`src/rtl/hslrgb_pkg.sv`:
```
// Shared types and constants for the HSL to RGB pixel converter.
// No dependencies; imported by the pipeline modules.
package hslrgb_pkg;

  localparam int NUM_STAGES = 5;

  // hue offsets of the three channels, in sixths of a turn
  localparam int RED_SIXTHS   = 2;
  localparam int GREEN_SIXTHS = 0;
  localparam int BLUE_SIXTHS  = 4;

  // piece of the hue ramp an item falls on
  typedef enum logic [1:0] {
    SEG_RISE,
    SEG_HIGH,
    SEG_FALL,
    SEG_LOW
  } seg_t;

  // load enables, one per pipeline stage
  typedef struct packed {
    logic s1;
    logic s2;
    logic s3;
    logic s4;
    logic s5;
  } stage_en_t;

endpackage

```
`src/rtl/hslrgb_chan.sv`:
```
// One color channel: hue position and ramp piece, ramp products, value, byte.
// Depends on hslrgb_pkg; fed by hslrgb_front.
module hslrgb_chan #(
  parameter int FRAC_BITS = 16,
  parameter int SIXTHS    = 0
) (
  input  logic                      clk,
  input  hslrgb_pkg::stage_en_t     en,
  input  logic [FRAC_BITS+2:0]      h6,
  input  logic [2*FRAC_BITS:0]      p2,
  input  logic [2*FRAC_BITS:0]      q2,
  input  logic [2*FRAC_BITS:0]      d2,
  output logic [7:0]                level
);
  import hslrgb_pkg::*;

  localparam int F  = FRAC_BITS;
  localparam int VW = 2 * F + 1;
  localparam int QW = 2 * F + 2;
  localparam int SW = 2 * F + 3;
  localparam int BW = 2 * F + 9;
  localparam logic [F+3:0] OFS    = (F + 4)'(SIXTHS) << F;
  localparam logic [F+3:0] SIX    = (F + 4)'(6) << F;
  localparam logic [F+2:0] ONE_U  = (F + 3)'(1) << F;
  localparam logic [F+2:0] THREE_U = (F + 3)'(3) << F;
  localparam logic [F+2:0] FOUR_U = (F + 3)'(4) << F;
  localparam logic [VW-1:0] FULL  = VW'(1) << (2 * F);

  logic [F+3:0]  u_sum;
  logic [F+3:0]  u_wrap;
  logic [F+2:0]  u;
  logic [F+2:0]  fall_w;
  seg_t          seg_next;
  logic [F:0]    w_next;

  seg_t          s2_seg;
  logic [F:0]    s2_w;

  logic [F:0]    d_hi;
  logic [F-1:0]  d_lo;
  logic [QW-1:0] prod_hi;
  logic [VW-1:0] prod_lo;

  seg_t          s3_seg;
  logic [QW-1:0] s3_hi;
  logic [F:0]    s3_lo;
  logic [VW-1:0] s3_p;
  logic [VW-1:0] s3_q;

  logic [SW-1:0] v_raw;
  logic [VW-1:0] v_next;
  logic [VW-1:0] s4_v;

  logic [BW-1:0] scaled;

  always_comb begin
    u_sum  = {1'b0, h6} + OFS;
    u_wrap = (u_sum >= SIX) ? (u_sum - SIX) : u_sum;
    u      = u_wrap[F+2:0];
    fall_w = FOUR_U - u;
    if (u < ONE_U) begin
      seg_next = SEG_RISE;
      w_next   = u[F:0];
    end else if (u < THREE_U) begin
      seg_next = SEG_HIGH;
      w_next   = '0;
    end else if (u < FOUR_U) begin
      seg_next = SEG_FALL;
      w_next   = fall_w[F:0];
    end else begin
      seg_next = SEG_LOW;
      w_next   = '0;
    end
  end

  always_ff @(posedge clk) begin
    if (en.s2) begin
      s2_seg <= seg_next;
      s2_w   <= w_next;
    end
  end

  // floor(d*w >> F) split into high and low halves of d
  always_comb begin
    d_hi    = d2[VW-1:F];
    d_lo    = d2[F-1:0];
    prod_hi = d_hi * s2_w;
    prod_lo = d_lo * s2_w;
  end

  always_ff @(posedge clk) begin
    if (en.s3) begin
      s3_seg <= s2_seg;
      s3_hi  <= prod_hi;
      s3_lo  <= prod_lo[VW-1:F];
      s3_p   <= p2;
      s3_q   <= q2;
    end
  end

  always_comb begin
    case (s3_seg)
      SEG_RISE, SEG_FALL: v_raw = SW'(s3_p) + SW'(s3_hi) + SW'(s3_lo);
      SEG_HIGH:           v_raw = SW'(s3_q);
      SEG_LOW:            v_raw = SW'(s3_p);
      default:            v_raw = SW'(s3_p);
    endcase
    v_next = (v_raw > SW'(FULL)) ? FULL : v_raw[VW-1:0];
  end

  always_ff @(posedge clk) begin
    if (en.s4) begin
      s4_v <= v_next;
    end
  end

  // 255*v rounded, back to a byte
  always_comb begin
    scaled = (BW'(s4_v) << 8) - BW'(s4_v) + BW'(FULL >> 1);
  end

  always_ff @(posedge clk) begin
    if (en.s5) begin
      level <= scaled[2*F+7:2*F];
    end
  end

endmodule

```
`config.mk`:
```
export PLATFORM = sky130hd
export DESIGN_NAME = hslrgb_chan
export DESIGN_NICKNAME = d
export VERILOG_FILES = /design/src/rtl/hslrgb_pkg.sv /design/src/rtl/hslrgb_chan.sv
export SDC_FILE = /design/constraint.sdc
export NUM_CORES = 2
export LEC_CHECK = 0
export BUFFER_PORTS_ARGS = -buffer_cell sky130_fd_sc_hd__buf_4
export CELL_PAD_IN_SITES_DETAIL_PLACEMENT = 0
export CELL_PAD_IN_SITES_GLOBAL_PLACEMENT = 1
export CORE_UTILIZATION = 34
export CTS_BUF_LIST = sky130_fd_sc_hd__clkbuf_8
export DETAILED_ROUTE_END_ITERATION = 16
export PLACE_DENSITY = 0.56
export SLEW_MARGIN = 5
export SYNTH_ARGS = -nofsm -noshare
export SYNTH_HDL_FRONTEND = slang
export SYNTH_SLANG_ARGS = --single-unit
```
`constraint.sdc`:
```
create_clock -name clk -period 8.4 [get_ports clk]
set_input_delay 0.84 -clock clk [delete_from_list [all_inputs] [get_ports clk]]
set_output_delay 0.84 -clock clk [all_outputs]
set_load 0.005 [all_outputs]
```
## Yosys cells after proc, flatten, opt, wreduce, memory -nomap -nowiden

Cells that the tools add are included.

| operators by class | value |
|---|---|
| reductions and logical operators | 3 |
| $lt $le $gt $ge | 5 |
| multiplexer cells | 7 |
| equality and inequality tests | 3 |
| $mul | 2 |
| $add $sub $neg | 6 |

Operators by type and width:

| kind | number |
|---|---|
| $pmux 35 s3 | 1 |
| $mux 17 | 3 |
| $add 40x32->40 const B | 1 |
| $sub 40x33->40 | 1 |
| $add 33x34->35 | 1 |
| $add 35x17->35 | 1 |
| $gt 35x33->1 const B | 1 |
| $mul 17x17->34 | 1 |
| $mul 16x17->33 | 1 |
| $ge 19x19->1 const B | 1 |
| $lt 19x17->1 const B | 1 |
| $lt 19x18->1 const B | 1 |
| $lt 19x19->1 const B | 1 |
| $mux 19 | 1 |
| $sub 19x19->19 const B | 1 |
| $sub 1x17->17 const A | 1 |
| $eq 2x2->1 const B | 2 |
| $reduce_or 2->1 | 2 |
| $eq 2x1->1 const B | 1 |
| $logic_not 2->1 | 1 |
| $mux 1 | 2 |

| storage, ports and cells | value |
|---|---|
| output and inout port bits | 8 |
| input port bits | 124 |
| logic and storage cells | 36 |
| register bits after elaboration | 179 |

## Depth between registers and ports, before layout

| logic depth | value |
|---|---|
| depth after elaboration | 6 |
| depth in mapped cells | 26 |
| depth with buffers taken out | 25 |

## Worst setup path before layout

Ideal clock, no wire load.

| path | value |
|---|---|
| kind | input to register |
| start point | input port d2[26] |
| end point | register s3_hi[32] (data pin) |
| cell stages on the path | 24 |
| arrival | 6.728 ns |
| slack | 1.415 ns |
| path through | clkbuf_1 > nand2_1 > fa_1 > fa_1 > inv_1 > fa_1 > inv_1 > fa_1 > inv_1 > fa_1 > inv_1 > fa_1 > inv_1 > ha_1 > a21o_1 > a21o_1 > a21oi_1 > a31oi_1 > o41ai_1 > o31ai_1 > o41ai_1 > o21bai_1 > a21oi_1 > xnor2_1 |

| between the ends | value |
|---|---|
| cells in the longest elaborated chain, start to end | 1 |

Ends and longest elaborated chain:

| item | RTL line | text |
|---|---|---|
| start, declared | hslrgb_chan.sv:12 | `input logic [2*FRAC_BITS:0] d2,` |
| $mul 17x17->34 | hslrgb_chan.sv:87 | `prod_hi = d_hi * s2_w;` |
| net prod_hi[32] | hslrgb_chan.sv:41 | `logic [QW-1:0] prod_hi;` |
| end signal, assigned | hslrgb_chan.sv:94 | `s3_hi <= prod_hi;` |
| end, declared | hslrgb_chan.sv:45 | `logic [QW-1:0] s3_hi;` |

The timed path passes the listed nets, and every way through them passes these cells.
A chain may end at the register's enable or synchronous reset.

## Final worst setup path

| path | value |
|---|---|
| start point | register s2_w[5] |
| end point | register s3_lo[16] (data pin) |

| between the ends | value |
|---|---|
| cells in the longest elaborated chain, start to end | 1 |

Ends and longest elaborated chain:

| item | RTL line | text |
|---|---|---|
| start, declared | hslrgb_chan.sv:37 | `logic [F:0] s2_w;` |
| start signal, assigned | hslrgb_chan.sv:79 | `s2_w <= w_next;` |
| $mul 16x17->33 | hslrgb_chan.sv:88 | `prod_lo = d_lo * s2_w;` |
| net prod_lo[32] | hslrgb_chan.sv:42 | `logic [VW-1:0] prod_lo;` |
| end signal, assigned | hslrgb_chan.sv:95 | `s3_lo <= prod_lo[VW-1:F];` |
| end, declared | hslrgb_chan.sv:46 | `logic [F:0] s3_lo;` |

The timed path passes the listed nets, and every way through them passes these cells.

==> impl_metrics.json <==
{
  "status": "finished, final reports clean",
  "synth_seq_cells": 179,
  "drc_errors": 0,
  "setup_violations": 0,
  "yosysMostFrequentCell": "inv_1",
  "slew_headroom_pct": 32.4,
  "rsz0062_at_grt": "false",
  "holdWs_ps": 461,
  "wire_per_inst_um": 19.1,
  "synthArstFlopShare_pct": 0,
  "drive_gt1_share_pct": 8.20,
  "ant_nets": 0,
  "fin_setup_tns_ps": 0,
  "ys_top_cells_by_count": "inv_1, fa_1, nand2_1",
  "synth_edf_count": 179,
  "holdBufCountCts": 0,
  "worstRegToRegCells": 26,
  "worstPathMaxFanout": 11,
  "crit_type": "flip-flop to flip-flop",
  "cts_num_sinks": 179,
  "clk_pin_slew_ps": 130,
  "cts_buffer_depth": 2,
  "via_count": 19700,
  "clock_latency_ps": 560,
  "pin_count": 132,
  "arrival_ps": 7700,
  "antenna_found_initial": 3,
  "cp.required_ps": 8690,
  "core_area_sq_um": 82100,
  "ys_seq_area_share_pct": 19.1,
  "viasPerCell": 4.86,
  "drt_iter0_drc": 803,
  "routed_wl_mm": 77.1,
  "maxSlewViolCount": 0,
  "worstSetupEndpointType": "flip-flop",
  "finalCriticalPeriod_ps": 7410,
  "drtPass1Iterations": 5,
  "syn_nets": 3775,
  "hold_class": "input port to flip-flop",
  "row_count": 105,
  "start_kind": "flip-flop",
  "root_buffer": "clkbuf_8",
  "yosysTopAreaCellShare_pct": 31.9,
  "overflow": 0,
  "grt_start_max_net_pins": 68,
  "dpl_worst_slack_ps": 970,
  "gp_congestion": 0.869,
  "layout.nets": 3853,
  "fp.dieW_um": 290,
  "cts_setup_buffers": 0,
  "start_util_pct": 34.4,
  "worst_slew_pin_slew_ps": 1010,
  "grt_pass1_vias": 21900,
  "fmax_ghz": 0.135,
  "hpwl_mm": 62.4,
  "h-tree-depth": 4,
  "port_buffers": 130,
  "drv_cap": 0,
  "hold_viol_final": 0,
  "cts.repair.resized": 0,
  "clock-skew-final_ps": 44.8,
  "netlist_area_sq_um": 28200,
  "syn2layout_area_growth_pct": 9.14,
  "cts_tree": "built",
  "fp.dieH_um": 290,
  "yosysUniqueCellTypes": 79,
  "cts_buffers": 17,
  "synth.area.top_cells": "fa_1, edfxtp_1, ha_1",
  "grtUsageTotal_pct": 18.9,
  "die_area_sq_um": 84100,
  "yosysTopAreaCell": "fa_1",
  "setup_ws_ps": 988,
  "synthFlopType": "edfxtp_1",
  "grt_pass1_wl_mm": 123,
  "holdPathStages": 1,
  "period_share_pct": 88.2,
  "syn_avg_cell_area_sq_um": 9.78,
  "yosys_warnings": 0,
  "synthCells": 2885
}
[flip-flops by register name (all words and copies together) (netlist names)]
signal  cells
s3_seg      2
s3_p       33
s2_seg      2
s2_w       17
s3_lo      17
level       8
s4_v       33
s3_q       33
s3_hi      34
[critical path: stages, from the launching register on]
cell      delay [ps]
edfxtp_1         850
buf_4            380
nand2_1          120
fa_1             550
inv_1             50
fa_1             380
inv_1             90
fa_1             390
inv_1             80
fa_1             440
fa_1             550
inv_1             60
fa_1             530
inv_1             40
ha_1             290
o21a_1           120
o211ai_1         110
a21boi_0         190
o22ai_1          180
o31ai_1          320
buf_4            190
a31o_2           240
nand2_1           90
a31oi_1          220
a21o_1           190
a21oi_1           80
xnor2_1          370
[cell families (layout without fill, tap and decap cells)]
family / after synthesis / count (layout) / share of synthesized area, %
other: 0 / 3 / 0
muxes: 30 / 30 / 1.12
buffers and inverters: 661 / 752 / 8.84
DFF: 179 / 179 / 19.1
and+or+nand+nor: 863 / 863 / 15.2
AOI/OAI and AO/OA: 311 / 311 / 7.50
adders and majority gates: 766 / 766 / 45.9
xor gates and xnor gates: 75 / 75 / 2.33
[routing by layer]
metal  share of wire (%)  global-route usage [%]
met5                   0                       0
met4                 2.5                    5.71
met3                 4.3                    2.78
met2                  47                    32.2
met1                  46                    24.8
[final timing paths]
check	startpoint	to	slack, ps
worst max-delay path	s2_w[5]	s3_lo[16]	990
worst min-delay path	q2[19]	s3_q[19]	460
worst max register to register	s2_w[5]	s3_lo[16]	990
worst min register to register	s4_v[30]	level[7]	710
[metrics by stage]
step / utilization [%] / instances / instance area (sq um)
global route: 37.5 / 4047 / 30800
global placement: 37.0 / 4014 / 30400
floorplan: - / 2885 / 28200
CTS: 37.5 / 4046 / 30800
finish: 37.5 / 4049 / 30800
detailed placement: 37.0 / 4014 / 30400
[layout make-up]
class,count,area (sq um)
Inverter,548,2060
Fill cell,8184,51300
Sequential cell,179,5380
Timing Repair Buffer,172,1290
Antenna cell,3,7.51
Multi-Input combinational cell,2045,20300
Clock buffer,17,234
Clock inverter,15,143
Tap cell,1070,1340
[cells in the final DEF (no fill, tap or decap), drive strengths merged, types with 18 or more instances in the layout]
cell | Yosys | layout
xor2 | 25 | 25
edfxtp | 179 | 179
a21oi | 76 | 76
nand2b | 18 | 18
and2 | 245 | 245
nor2 | 82 | 82
mux2i | 18 | 18
buf | 7 | 172
o211ai | 19 | 19
inv | 548 | 557
a21o | 41 | 41
nand2 | 385 | 385
ha | 317 | 317
fa | 449 | 449
nor3 | 20 | 20
xnor2 | 50 | 50
o21ai | 56 | 56
Power is not shown: default switching activity piles up to over one toggle a cycle in this logic, so the estimate is an artifact.
